===== src/hdl/aap_pkg.sv =====
package aap_pkg;

    localparam int MAX_OUT_W_DEF  = 8;
    localparam int MAX_OUT_H_DEF  = 8;
    localparam int MAX_IN_DIM_DEF = 1024;

    localparam int CFG_DIM_W  = 11;
    localparam int CFG_OUT_W  = 4;
    localparam int SAMPLE_W   = 16;
    localparam int QUO_W      = 16;
    localparam int GRID_W     = 3;
    localparam int APB_ADDR_W = 4;
    localparam int APB_DATA_W = 32;

    localparam logic [1:0] REG_IN_HEIGHT  = 2'd0;
    localparam logic [1:0] REG_IN_WIDTH   = 2'd1;
    localparam logic [1:0] REG_OUT_HEIGHT = 2'd2;
    localparam logic [1:0] REG_OUT_WIDTH  = 2'd3;

    typedef struct packed {
        logic clear;
        logic div_h;
        logic div_w;
        logic ld_kh;
        logic ld_kw;
        logic acc;
        logic prep;
        logic div_avg;
        logic load;
        logic next_col;
        logic next_band;
        logic end_plane;
    } t_cmd;

    typedef struct packed {
        logic band_end;
        logic div_done;
        logic empty;
        logic out_free;
        logic last_col;
        logic more_bands;
        logic plane_end;
    } t_sts;

endpackage


===== src/hdl/aap_div.sv =====
module aap_div #(
    parameter int DVD_W = 38,
    parameter int DVS_W = 22
) (
    input  logic                              i_clk,
    input  logic                              i_rst_n,
    input  logic                              i_start,
    input  logic signed [DVD_W-1:0]           i_dividend,
    input  logic        [DVS_W-1:0]           i_divisor,
    output logic                              o_done,
    output logic signed [aap_pkg::QUO_W-1:0]  o_quotient
);

    localparam int QW    = aap_pkg::QUO_W;
    localparam int CNT_W = $clog2(QW + 1);

    logic [DVD_W-1:0] mag;
    logic [DVS_W:0]   trial;
    logic [DVS_W:0]   diff;
    logic             fits;

    logic [DVS_W-1:0] r_rem;
    logic [DVS_W-1:0] r_dvs;
    logic [QW-1:0]    r_quo;
    logic [CNT_W-1:0] r_cnt;
    logic             r_neg;
    logic             r_done;

    // quotient magnitude stays below 2^16, so the upper part starts as remainder
    assign mag   = i_dividend[DVD_W-1] ? (~i_dividend + 1'b1) : i_dividend;
    assign trial = {r_rem, r_quo[QW-1]};
    assign diff  = trial - {1'b0, r_dvs};
    assign fits  = (trial >= {1'b0, r_dvs});

    always_ff @(posedge i_clk) begin
        if (!i_rst_n) begin
            r_cnt  <= '0;
            r_done <= 1'b0;
        end else begin
            r_done <= 1'b0;
            if (i_start) begin
                r_cnt <= CNT_W'(QW);
            end else if (r_cnt != '0) begin
                r_cnt <= r_cnt - 1'b1;
                if (r_cnt == CNT_W'(1)) begin
                    r_done <= 1'b1;
                end
            end
        end
    end

    always_ff @(posedge i_clk) begin
        if (i_start) begin
            r_rem <= DVS_W'(mag >> QW);
            r_quo <= mag[QW-1:0];
            r_dvs <= i_divisor;
            r_neg <= i_dividend[DVD_W-1];
        end else if (r_cnt != '0) begin
            if (fits) begin
                r_rem <= diff[DVS_W-1:0];
                r_quo <= {r_quo[QW-2:0], 1'b1};
            end else begin
                r_rem <= trial[DVS_W-1:0];
                r_quo <= {r_quo[QW-2:0], 1'b0};
            end
        end
    end

    assign o_done     = r_done;
    assign o_quotient = r_neg ? (~r_quo + 1'b1) : r_quo;

endmodule


===== src/hdl/aap_dp.sv =====
module aap_dp #(
    parameter int MAX_OUT_W  = aap_pkg::MAX_OUT_W_DEF,
    parameter int MAX_OUT_H  = aap_pkg::MAX_OUT_H_DEF,
    parameter int MAX_IN_DIM = aap_pkg::MAX_IN_DIM_DEF,
    parameter int DIM_W      = $clog2(MAX_IN_DIM + 1),
    parameter int OW_W       = $clog2(MAX_OUT_W + 1),
    parameter int OH_W       = $clog2(MAX_OUT_H + 1)
) (
    input  logic                                 i_clk,
    input  logic                                 i_rst_n,
    input  aap_pkg::t_cmd                        i_cmd,
    output aap_pkg::t_sts                        o_sts,
    input  logic [DIM_W-1:0]                     i_h,
    input  logic [DIM_W-1:0]                     i_w,
    input  logic [OH_W-1:0]                      i_oh,
    input  logic [OW_W-1:0]                      i_ow,
    input  logic signed [aap_pkg::SAMPLE_W-1:0]  i_sample,
    input  logic                                 i_out_ready,
    output logic                                 o_valid,
    output logic signed [aap_pkg::SAMPLE_W-1:0]  o_average,
    output logic [aap_pkg::GRID_W-1:0]           o_grid_row,
    output logic [aap_pkg::GRID_W-1:0]           o_grid_col,
    output logic                                 o_plane_done
);

    localparam int IDX_W  = (MAX_OUT_W > 1) ? $clog2(MAX_OUT_W) : 1;
    localparam int AREA_W = 2 * DIM_W;
    localparam int SUM_W  = aap_pkg::QUO_W + AREA_W;
    localparam int ST_W   = $clog2(MAX_IN_DIM + MAX_OUT_W + 1);
    localparam int END_W  = ST_W + 1;
    localparam int SW     = aap_pkg::SAMPLE_W;

    logic [DIM_W-1:0]        r_kh;
    logic [DIM_W-1:0]        r_kw;
    logic [DIM_W-1:0]        r_col;
    logic [DIM_W-1:0]        r_row;
    logic [DIM_W-1:0]        r_rib;
    logic [DIM_W-1:0]        r_ciw;
    logic [OW_W-1:0]         r_wci;
    logic [OH_W-1:0]         r_band;
    logic [OW_W-1:0]         r_j;
    logic [ST_W-1:0]         r_start;
    logic [DIM_W-1:0]        r_emit_rows;
    logic                    r_pend;
    logic [AREA_W-1:0]       r_area;
    logic                    r_empty;
    logic signed [SUM_W-1:0] r_sum [MAX_OUT_W];

    logic                    r_ovalid;
    logic signed [SW-1:0]    r_avg;
    logic [aap_pkg::GRID_W-1:0] r_grow;
    logic [aap_pkg::GRID_W-1:0] r_gcol;
    logic                    r_pdone;

    logic [DIM_W:0]          col_inc;
    logic [DIM_W:0]          row_inc;
    logic [DIM_W:0]          rib_inc;
    logic [DIM_W:0]          ciw_inc;
    logic                    row_end;
    logic                    plane_end;
    logic                    band_end;
    logic                    win_end;
    logic                    wci_ok;
    logic [IDX_W-1:0]        rd_idx;
    logic signed [SUM_W-1:0] sum_rd;
    logic signed [SUM_W-1:0] s_ext;
    logic [END_W-1:0]        end_pos;
    logic [END_W-1:0]        end_clip;
    logic [END_W-1:0]        cw_big;
    logic [DIM_W-1:0]        cw;
    logic                    more_bands;
    logic                    last_col;
    logic                    out_free;
    logic                    div_start;
    logic signed [SUM_W-1:0] dvd;
    logic [AREA_W-1:0]       dvs;
    logic                    div_done;
    logic signed [aap_pkg::QUO_W-1:0] quo;

    assign col_inc   = (DIM_W+1)'(r_col) + 1'b1;
    assign row_inc   = (DIM_W+1)'(r_row) + 1'b1;
    assign rib_inc   = (DIM_W+1)'(r_rib) + 1'b1;
    assign ciw_inc   = (DIM_W+1)'(r_ciw) + 1'b1;
    assign row_end   = (col_inc >= {1'b0, i_w});
    assign plane_end = (row_inc >= {1'b0, i_h});
    assign band_end  = row_end && ((rib_inc >= {1'b0, r_kh}) || plane_end);
    assign win_end   = (ciw_inc >= {1'b0, r_kw});
    assign wci_ok    = ((OW_W+1)'(r_wci) < (OW_W+1)'(MAX_OUT_W));

    assign rd_idx = i_cmd.acc ? r_wci[IDX_W-1:0] : r_j[IDX_W-1:0];
    assign sum_rd = r_sum[rd_idx];
    assign s_ext  = {{(SUM_W-SW){i_sample[SW-1]}}, i_sample};

    // clipped width of the current output column's window
    assign end_pos  = END_W'(r_start) + END_W'(r_kw);
    assign end_clip = (end_pos > END_W'(i_w)) ? END_W'(i_w) : end_pos;
    assign cw_big   = (end_clip > END_W'(r_start)) ? (end_clip - END_W'(r_start)) : '0;
    assign cw       = cw_big[DIM_W-1:0];

    assign more_bands = r_pend && (((OH_W+1)'(r_band) + 1'b1) < {1'b0, i_oh});
    assign last_col   = (((OW_W+1)'(r_j) + 1'b1) == {1'b0, i_ow});
    assign out_free   = !r_ovalid || i_out_ready;

    always_comb begin
        if (i_cmd.div_h) begin
            dvd = SUM_W'(i_h) + SUM_W'(i_oh) - 1'b1;
            dvs = AREA_W'(i_oh);
        end else if (i_cmd.div_w) begin
            dvd = SUM_W'(i_w) + SUM_W'(i_ow) - 1'b1;
            dvs = AREA_W'(i_ow);
        end else begin
            dvd = sum_rd;
            dvs = r_area;
        end
    end

    assign div_start = i_cmd.div_h || i_cmd.div_w || i_cmd.div_avg;

    aap_div #(
        .DVD_W (SUM_W),
        .DVS_W (AREA_W)
    ) u_div (
        .i_clk      (i_clk),
        .i_rst_n    (i_rst_n),
        .i_start    (div_start),
        .i_dividend (dvd),
        .i_divisor  (dvs),
        .o_done     (div_done),
        .o_quotient (quo)
    );

    always_ff @(posedge i_clk) begin
        if (!i_rst_n) begin
            for (int k = 0; k < MAX_OUT_W; k++) begin
                r_sum[k] <= '0;
            end
        end else if (i_cmd.clear || i_cmd.next_band) begin
            for (int k = 0; k < MAX_OUT_W; k++) begin
                r_sum[k] <= '0;
            end
        end else if (i_cmd.acc && wci_ok) begin
            r_sum[rd_idx] <= sum_rd + s_ext;
        end
    end

    always_ff @(posedge i_clk) begin
        if (!i_rst_n) begin
            r_kh        <= DIM_W'(1);
            r_kw        <= DIM_W'(1);
            r_col       <= '0;
            r_row       <= '0;
            r_rib       <= '0;
            r_ciw       <= '0;
            r_wci       <= '0;
            r_band      <= '0;
            r_j         <= '0;
            r_start     <= '0;
            r_emit_rows <= '0;
            r_pend      <= 1'b0;
        end else if (i_cmd.clear) begin
            r_col       <= '0;
            r_row       <= '0;
            r_rib       <= '0;
            r_ciw       <= '0;
            r_wci       <= '0;
            r_band      <= '0;
            r_j         <= '0;
            r_start     <= '0;
            r_emit_rows <= '0;
            r_pend      <= 1'b0;
        end else begin
            if (i_cmd.ld_kh) begin
                r_kh <= quo[DIM_W-1:0];
            end
            if (i_cmd.ld_kw) begin
                r_kw <= quo[DIM_W-1:0];
            end
            if (i_cmd.acc) begin
                if (row_end) begin
                    r_col <= '0;
                    r_wci <= '0;
                    r_ciw <= '0;
                    if (band_end) begin
                        r_rib       <= '0;
                        r_emit_rows <= rib_inc[DIM_W-1:0];
                        r_j         <= '0;
                        r_start     <= '0;
                    end else begin
                        r_rib <= rib_inc[DIM_W-1:0];
                    end
                    if (plane_end) begin
                        r_row  <= '0;
                        r_pend <= 1'b1;
                    end else begin
                        r_row <= row_inc[DIM_W-1:0];
                    end
                end else begin
                    r_col <= col_inc[DIM_W-1:0];
                    if (win_end) begin
                        r_ciw <= '0;
                        r_wci <= r_wci + 1'b1;
                    end else begin
                        r_ciw <= ciw_inc[DIM_W-1:0];
                    end
                end
            end
            if (i_cmd.next_col) begin
                r_j     <= r_j + 1'b1;
                r_start <= r_start + ST_W'(r_kw);
            end
            if (i_cmd.next_band) begin
                r_j         <= '0;
                r_start     <= '0;
                r_emit_rows <= '0;
                r_band      <= i_cmd.end_plane ? '0 : r_band + 1'b1;
            end
            if (i_cmd.end_plane) begin
                r_pend <= 1'b0;
            end
        end
    end

    always_ff @(posedge i_clk) begin
        if (i_cmd.prep) begin
            r_area  <= AREA_W'(r_emit_rows) * AREA_W'(cw);
            r_empty <= (r_emit_rows == '0) || (cw == '0);
        end
    end

    always_ff @(posedge i_clk) begin
        if (!i_rst_n) begin
            r_ovalid <= 1'b0;
        end else if (i_cmd.load) begin
            r_ovalid <= 1'b1;
        end else if (i_out_ready) begin
            r_ovalid <= 1'b0;
        end
    end

    always_ff @(posedge i_clk) begin
        if (i_cmd.load) begin
            r_avg   <= r_empty ? '0 : quo;
            r_grow  <= aap_pkg::GRID_W'(r_band);
            r_gcol  <= aap_pkg::GRID_W'(r_j);
            r_pdone <= r_pend && !more_bands && last_col;
        end
    end

    assign o_sts.band_end   = band_end;
    assign o_sts.div_done   = div_done;
    assign o_sts.empty      = r_empty;
    assign o_sts.out_free   = out_free;
    assign o_sts.last_col   = last_col;
    assign o_sts.more_bands = more_bands;
    assign o_sts.plane_end  = r_pend;

    assign o_valid      = r_ovalid;
    assign o_average    = r_avg;
    assign o_grid_row   = r_grow;
    assign o_grid_col   = r_gcol;
    assign o_plane_done = r_pdone;

endmodule


===== src/hdl/aap_ctrl.sv =====
module aap_ctrl (
    input  logic          i_clk,
    input  logic          i_rst_n,
    input  logic          i_cfg_wr,
    input  logic          i_valid,
    output logic          o_ready,
    input  aap_pkg::t_sts i_sts,
    output aap_pkg::t_cmd o_cmd
);

    typedef enum logic [8:0] {
        S_INIT_H = 9'b000000001,
        S_WAIT_H = 9'b000000010,
        S_INIT_W = 9'b000000100,
        S_WAIT_W = 9'b000001000,
        S_IDLE   = 9'b000010000,
        S_PREP   = 9'b000100000,
        S_DIVS   = 9'b001000000,
        S_DIVW   = 9'b010000000,
        S_LOAD   = 9'b100000000
    } t_state;

    t_state r_state;
    t_state n_state;

    always_ff @(posedge i_clk) begin
        if (!i_rst_n) begin
            r_state <= S_INIT_H;
        end else begin
            r_state <= n_state;
        end
    end

    always_comb begin
        n_state = r_state;
        o_cmd   = '0;
        case (r_state)
            S_INIT_H: begin
                o_cmd.div_h = 1'b1;
                n_state     = S_WAIT_H;
            end
            S_WAIT_H: begin
                if (i_sts.div_done) begin
                    o_cmd.ld_kh = 1'b1;
                    n_state     = S_INIT_W;
                end
            end
            S_INIT_W: begin
                o_cmd.div_w = 1'b1;
                n_state     = S_WAIT_W;
            end
            S_WAIT_W: begin
                if (i_sts.div_done) begin
                    o_cmd.ld_kw = 1'b1;
                    n_state     = S_IDLE;
                end
            end
            S_IDLE: begin
                if (i_valid) begin
                    o_cmd.acc = 1'b1;
                    if (i_sts.band_end) begin
                        n_state = S_PREP;
                    end
                end
            end
            S_PREP: begin
                o_cmd.prep = 1'b1;
                n_state    = S_DIVS;
            end
            S_DIVS: begin
                if (i_sts.empty) begin
                    n_state = S_LOAD;
                end else begin
                    o_cmd.div_avg = 1'b1;
                    n_state       = S_DIVW;
                end
            end
            S_DIVW: begin
                if (i_sts.div_done) begin
                    n_state = S_LOAD;
                end
            end
            S_LOAD: begin
                if (i_sts.out_free) begin
                    o_cmd.load = 1'b1;
                    if (i_sts.last_col) begin
                        o_cmd.next_band = 1'b1;
                        if (i_sts.more_bands) begin
                            n_state = S_PREP;
                        end else begin
                            o_cmd.end_plane = i_sts.plane_end;
                            n_state         = S_IDLE;
                        end
                    end else begin
                        o_cmd.next_col = 1'b1;
                        n_state        = S_PREP;
                    end
                end
            end
            default: begin
                n_state = S_INIT_H;
            end
        endcase
        // register write restarts the plane and the window size setup
        if (i_cfg_wr) begin
            o_cmd       = '0;
            o_cmd.clear = 1'b1;
            n_state     = S_INIT_H;
        end
    end

    assign o_ready = (r_state == S_IDLE);

endmodule


===== src/hdl/adaptive_average_pool_2d.sv =====
// channel   direction  handshake                    payload
// sample    in         i_valid / o_ready            i_sample
// result    out        o_valid / i_ready            o_average, o_grid_row, o_grid_col,
//                                                   o_plane_done
// config    in         psel, penable, pwrite        paddr, pwdata, prdata
//
// a sample is taken without a stall unless it closes a band of rows
// a closing sample adds, per output column, a multiply and a pass of the 16-step divider;
// an empty window skips the divider, which is shared with the window size setup
// after reset and after each register write the window sizes are derived with the same
// divider, with o_ready low
// a finished result waits in the output register; the next result is loaded only once that slot is free
module adaptive_average_pool_2d #(
    parameter int MAX_OUT_W  = aap_pkg::MAX_OUT_W_DEF,
    parameter int MAX_OUT_H  = aap_pkg::MAX_OUT_H_DEF,
    parameter int MAX_IN_DIM = aap_pkg::MAX_IN_DIM_DEF
) (
    input  logic                                 i_clk,
    input  logic                                 i_rst_n,
    input  logic                                 i_valid,
    output logic                                 o_ready,
    input  logic signed [aap_pkg::SAMPLE_W-1:0]  i_sample,
    output logic                                 o_valid,
    input  logic                                 i_ready,
    output logic signed [aap_pkg::SAMPLE_W-1:0]  o_average,
    output logic [aap_pkg::GRID_W-1:0]           o_grid_row,
    output logic [aap_pkg::GRID_W-1:0]           o_grid_col,
    output logic                                 o_plane_done,
    input  logic                                 psel,
    input  logic                                 penable,
    input  logic                                 pwrite,
    input  logic [aap_pkg::APB_ADDR_W-1:0]       paddr,
    input  logic [aap_pkg::APB_DATA_W-1:0]       pwdata,
    output logic [aap_pkg::APB_DATA_W-1:0]       prdata,
    output logic                                 pready
);

    localparam int DIM_W = $clog2(MAX_IN_DIM + 1);
    localparam int OW_W  = $clog2(MAX_OUT_W + 1);
    localparam int OH_W  = $clog2(MAX_OUT_H + 1);
    localparam int CDW   = aap_pkg::CFG_DIM_W;
    localparam int COW   = aap_pkg::CFG_OUT_W;
    localparam int DW    = aap_pkg::APB_DATA_W;

    logic [CDW-1:0] r_in_height;
    logic [CDW-1:0] r_in_width;
    logic [COW-1:0] r_out_height;
    logic [COW-1:0] r_out_width;

    logic             cfg_wr;
    logic [1:0]       reg_idx;
    logic [DIM_W-1:0] h_c;
    logic [DIM_W-1:0] w_c;
    logic [OH_W-1:0]  oh_c;
    logic [OW_W-1:0]  ow_c;

    aap_pkg::t_cmd s_cmd;
    aap_pkg::t_sts s_sts;

    assign pready  = 1'b1;
    assign cfg_wr  = psel && penable && pwrite;
    assign reg_idx = paddr[3:2];

    always_ff @(posedge i_clk) begin
        if (!i_rst_n) begin
            r_in_height  <= CDW'(1);
            r_in_width   <= CDW'(1);
            r_out_height <= COW'(1);
            r_out_width  <= COW'(1);
        end else if (cfg_wr) begin
            case (reg_idx)
                aap_pkg::REG_IN_HEIGHT:  r_in_height  <= pwdata[CDW-1:0];
                aap_pkg::REG_IN_WIDTH:   r_in_width   <= pwdata[CDW-1:0];
                aap_pkg::REG_OUT_HEIGHT: r_out_height <= pwdata[COW-1:0];
                aap_pkg::REG_OUT_WIDTH:  r_out_width  <= pwdata[COW-1:0];
                default: ;
            endcase
        end
    end

    always_comb begin
        case (reg_idx)
            aap_pkg::REG_IN_HEIGHT:  prdata = DW'(r_in_height);
            aap_pkg::REG_IN_WIDTH:   prdata = DW'(r_in_width);
            aap_pkg::REG_OUT_HEIGHT: prdata = DW'(r_out_height);
            aap_pkg::REG_OUT_WIDTH:  prdata = DW'(r_out_width);
            default:                 prdata = '0;
        endcase
    end

    // zero acts as one, oversize values saturate at the build maxima
    assign h_c  = (r_in_height == '0) ? DIM_W'(1) :
                  (32'(r_in_height) > 32'(MAX_IN_DIM)) ? DIM_W'(MAX_IN_DIM) :
                  DIM_W'(r_in_height);
    assign w_c  = (r_in_width == '0) ? DIM_W'(1) :
                  (32'(r_in_width) > 32'(MAX_IN_DIM)) ? DIM_W'(MAX_IN_DIM) :
                  DIM_W'(r_in_width);
    assign oh_c = (r_out_height == '0) ? OH_W'(1) :
                  (32'(r_out_height) > 32'(MAX_OUT_H)) ? OH_W'(MAX_OUT_H) :
                  OH_W'(r_out_height);
    assign ow_c = (r_out_width == '0) ? OW_W'(1) :
                  (32'(r_out_width) > 32'(MAX_OUT_W)) ? OW_W'(MAX_OUT_W) :
                  OW_W'(r_out_width);

    aap_ctrl u_ctrl (
        .i_clk    (i_clk),
        .i_rst_n  (i_rst_n),
        .i_cfg_wr (cfg_wr),
        .i_valid  (i_valid),
        .o_ready  (o_ready),
        .i_sts    (s_sts),
        .o_cmd    (s_cmd)
    );

    aap_dp #(
        .MAX_OUT_W  (MAX_OUT_W),
        .MAX_OUT_H  (MAX_OUT_H),
        .MAX_IN_DIM (MAX_IN_DIM),
        .DIM_W      (DIM_W),
        .OW_W       (OW_W),
        .OH_W       (OH_W)
    ) u_dp (
        .i_clk        (i_clk),
        .i_rst_n      (i_rst_n),
        .i_cmd        (s_cmd),
        .o_sts        (s_sts),
        .i_h          (h_c),
        .i_w          (w_c),
        .i_oh         (oh_c),
        .i_ow         (ow_c),
        .i_sample     (i_sample),
        .i_out_ready  (i_ready),
        .o_valid      (o_valid),
        .o_average    (o_average),
        .o_grid_row   (o_grid_row),
        .o_grid_col   (o_grid_col),
        .o_plane_done (o_plane_done)
    );

    a_load_free: assert property (@(posedge i_clk) disable iff (!i_rst_n)
        s_cmd.load |-> s_sts.out_free)
        else $error("result loaded over an untaken transaction");

    a_div_nonempty: assert property (@(posedge i_clk) disable iff (!i_rst_n)
        s_cmd.div_avg |-> !s_sts.empty)
        else $error("division started for an empty window");

    a_cfg_stall: assert property (@(posedge i_clk) disable iff (!i_rst_n)
        (psel && penable && pwrite) |=> !o_ready)
        else $error("sample taken before window sizes were recomputed");

endmodule

===== config.mk =====
export PLATFORM = sky130hd
export DESIGN_NAME = adaptive_average_pool_2d
export DESIGN_NICKNAME = d
export VERILOG_FILES = /design/src/hdl/aap_pkg.sv /design/src/hdl/aap_div.sv /design/src/hdl/aap_dp.sv /design/src/hdl/aap_ctrl.sv /design/src/hdl/adaptive_average_pool_2d.sv
export SDC_FILE = /design/constraint.sdc
export NUM_CORES = 2
export LEC_CHECK = 0
export ABC_AREA = 1
export BUFFER_PORTS_ARGS = -buffer_cell sky130_fd_sc_hd__buf_4
export CAP_MARGIN = 5
export CORE_MARGIN = 2
export CORE_UTILIZATION = 55
export DETAILED_ROUTE_END_ITERATION = 16
export PLACE_DENSITY = 0.72
export SYNTH_ARGS = -nofsm -noshare
export SYNTH_HDL_FRONTEND = slang
export SYNTH_HIERARCHICAL = 1
export SYNTH_SLANG_ARGS = --single-unit

===== constraint.sdc =====
create_clock -name i_clk -period 8.78 [get_ports i_clk]
set_clock_uncertainty 0.15 [all_clocks]
set_input_delay 1.317 -clock i_clk [delete_from_list [all_inputs] [get_ports i_clk]]
set_output_delay 1.317 -clock i_clk [all_outputs]
set_load 0.05 [all_outputs]

==> results.toml <==
[run_status]
outcome = "finished, final reports clean"

[floorplanning]
die_w_microns = 268
start_util_pct = 55.6
pin_count = 117
std_cell_rows = 96
die_h_microns = 268
die_area_sq_mm = 0.0716
core_area_sq_mm = 0.0687

[route]
drc = 0
drtPass1Iterations = 6
finalWirelength_microns = 111000
vias_per_cell = 5.57
routedWlPerCell_microns = 18.8
num_vias = 32818
drtAntennaViolNets = 0
drt_iter0_drc = 2822

[yosys]
synth_top_cell_by_area = "edfxtp_1"
ys_types = 68
yosysWarnings = 6
synth_ff_type = "edfxtp_1"
synth_seq_cells = 558
synth_area_sq_mm = 0.0382
yosys.area.top_type_share_pct = 32.3
avgSynthCellArea_sq_um = 8.08
ys_top_cells_by_area = "edfxtp_1, nand2_1, nor2_1"
ys_seq_area_share_pct = 40.0
async_flop_share_pct = 0
synth-edff-count = 411
syn_inst = 4730

[power]
p_sw_share_pct = 40.5
power_density_mw_per_mm2 = 228
combinationalPowerShare_pct = 39.8
p_leak_uw = 0.0194
netSwitchingPower_uw = 4020
p_clk_share_pct = 26.0
p_int_uw = 5900
pwr-share-seq_pct = 34.2
vdd.ir_drop.worst_mv = 0.168

[timing]
finalCriticalPeriod_ns = 8.67
drv_slew = 0
worst_slew_pin_slew_ns = 1.16
setup_viol_count_final = 0
setup_slack_ns = 0.106
fmax_mhz = 115
finalHoldViolations = 0
maxSlewHeadroom_pct = 22.1
finalHoldWorstSlack_ns = 0.313
finalCritPeriodShare_pct = 98.8
rsz0062_at_grt = "yes"

[final_layout]
post-route-util_pct = 63.4
area.sequential_sq_mm = 0.0153
syn2layout_area_growth_pct = 14.0
final_common_cell = "nand2_1"
fillers = 5981
drive_gt1_share_pct = 14.7
layout_common_cells = "nand2_1, nor2_1, inv_1"
stdcell_count = 5897
fin_nets = 5300
multi_input_area_sq_mm = 0.0204

[hold_path]
min_path_cells = 2
hold_class = "flop to flop"

[clock_network]
clkLatencyLatePin_ns = 0.66
clock-sinks = 558
clk_pin_slew_ns = 0.07
clock_path_buffers = 3
cts-buffers-inserted = 59
cts_hold_buffers = 0
cts-root-buf = "clkbuf_16"
htree_levels = 2
tritoncts = "yes"

[global_route]
antenna_found_initial = 1
grt_usage_pct = 30.3
grt_pass1_wl_microns = 168000
grt_pass1_vias = 30814
overflow = 0
grt_start_max_net_pins = 57

[critical_path]
cp_max_fo = 5
crit_slowest_cell = "fa_1"
critPathLaunchType = "flop"
crit_arrival_ns = 8.88
critPathKind = "flop to flop"
endpoint_kind = "flop"
cp.required_ns = 8.99
critical-path-max-stage-delay_ns = 0.54
crit_top_cell = "nand2_2"
reg2regPathDepth = 47

[placed_design]
globalplace.congestion = 0.984
portBuffers = 71
pre_cts_ws_ns = -0.289
dp_hpwl_microns = 79100
placedCellCount = 5767

[run]
cap_viol_max_count = 0
## path summary, 6_finish.rpt
| kind | startpoint | to | slack [ns] |
|---|---|---|---|
| max reg2reg | u_dp/r_kw[1]$_SDFFE_PN0P_ | u_dp/r_area[19]$_DFFE_PP_ | 0.11 |
| min reg2reg | u_dp/r_kh[4]$_SDFFE_PN0P_ | u_dp/r_kh[4]$_SDFFE_PN0P_ | 0.31 |
| min | u_dp/r_kh[4]$_SDFFE_PN0P_ | u_dp/r_kh[4]$_SDFFE_PN0P_ | 0.31 |
| max | u_dp/r_kw[1]$_SDFFE_PN0P_ | u_dp/r_area[19]$_DFFE_PP_ | 0.11 |
## critical path, delay by kind of cell, from the launching register on
kind / cells / cell delay, ns
AOI/OAI and AO/OA: 5 / 0.79
xor gates and xnor gates: 2 / 0.22
adders and majority gates: 10 / 3.95
buffers and inverters: 10 / 0.96
DFF: 1 / 0.35
and+or+nand+nor: 20 / 1.98
## power by group through the flow
stage	logic, uW	clock network (uW)	registers (uW)
CTS	3880	2610	3390
global placement	3820	0	3430
floorplan	2860	0	3410
global route	4380	2710	3420
finish	3950	2580	3390
detailed placement	3860	0	3440
## stage by stage
| stage | instance area [sq um] | setup TNS [ns] | total power (uW) |
|---|---|---|---|
| CTS | 42600 | 0 | 9880 |
| finish | 43500 | 0 | 9920 |
| floorplan | 38300 | 0 | 6270 |
| global placement | 40400 | -1.14 | 7260 |
| global route | 43500 | -1.74 | 10500 |
| detailed placement | 40400 | -1.95 | 7300 |
## cells in the mapped netlist (53+ instances only)
cell      instances
clkbuf_1         62
nand2_1         883
a21oi_1         223
xor2_1           94
o21ai_0         193
dfxtp_1         147
nand3_1         225
o22ai_1          94
nor2_1          807
fa_1             86
ha_1            241
edfxtp_1        411
inv_1           652
nor3_1           53
## sequential cells by signal, indices dropped and copies added, names as in the netlist, 16 cells and up
| name | flops |
|---|---|
| u_dp/r_sum | 304 |
| u_dp/r_area | 22 |
| u_dp/u_div/r_dvs | 22 |
| u_dp/u_div/r_rem | 22 |
| u_dp/o_average | 16 |
| u_dp/u_div/r_quo | 16 |
## area by class of cell
class,count,area share (%)
Antenna cell,2,0.0115
Clock buffer,66,3.45
Clock inverter,45,1.12
Inverter,691,6.04
Multi-Input combinational cell,3330,46.7
Sequential cell,558,35.1
Tap cell,931,2.68
Timing Repair Buffer,274,4.83
## per-layer routing
metal	wire length [microns]	GRT usage, %	vias up	share of wire (%)
li1	-	-	15815	-
met1	45100	38.9	15485	41
met2	53900	52.2	1274	49
met3	8110	4.47	244	7.3
met4	3860	10.7	0	3.5
met5	0	0	-	0
## what timing repair did
| item | CTS | global route |
|---|---|---|
| setup endpoints to repair | 12 | 16 |
| pin swaps | 10 | 102 |
| buffers inserted | 2 | 14 |
| resized for setup | 25 | 219 |
| cloned | 0 | 1 |
## kinds of logic (layout without fill, tap and decap cells)
kind of cell	Yosys count	count (layout)	share of synthesized area (%)
and+or+nand+nor	2180	2180	24.8
buffers and inverters	862	1076	9.45
AOI/OAI and AO/OA	659	659	10.0
DFF	558	558	40.0
adders and majority gates	327	327	12.4
xor gates and xnor gates	142	142	3.31
other	2	24	0.0197
No activity file was read; power rests on OpenSTA's default activity.
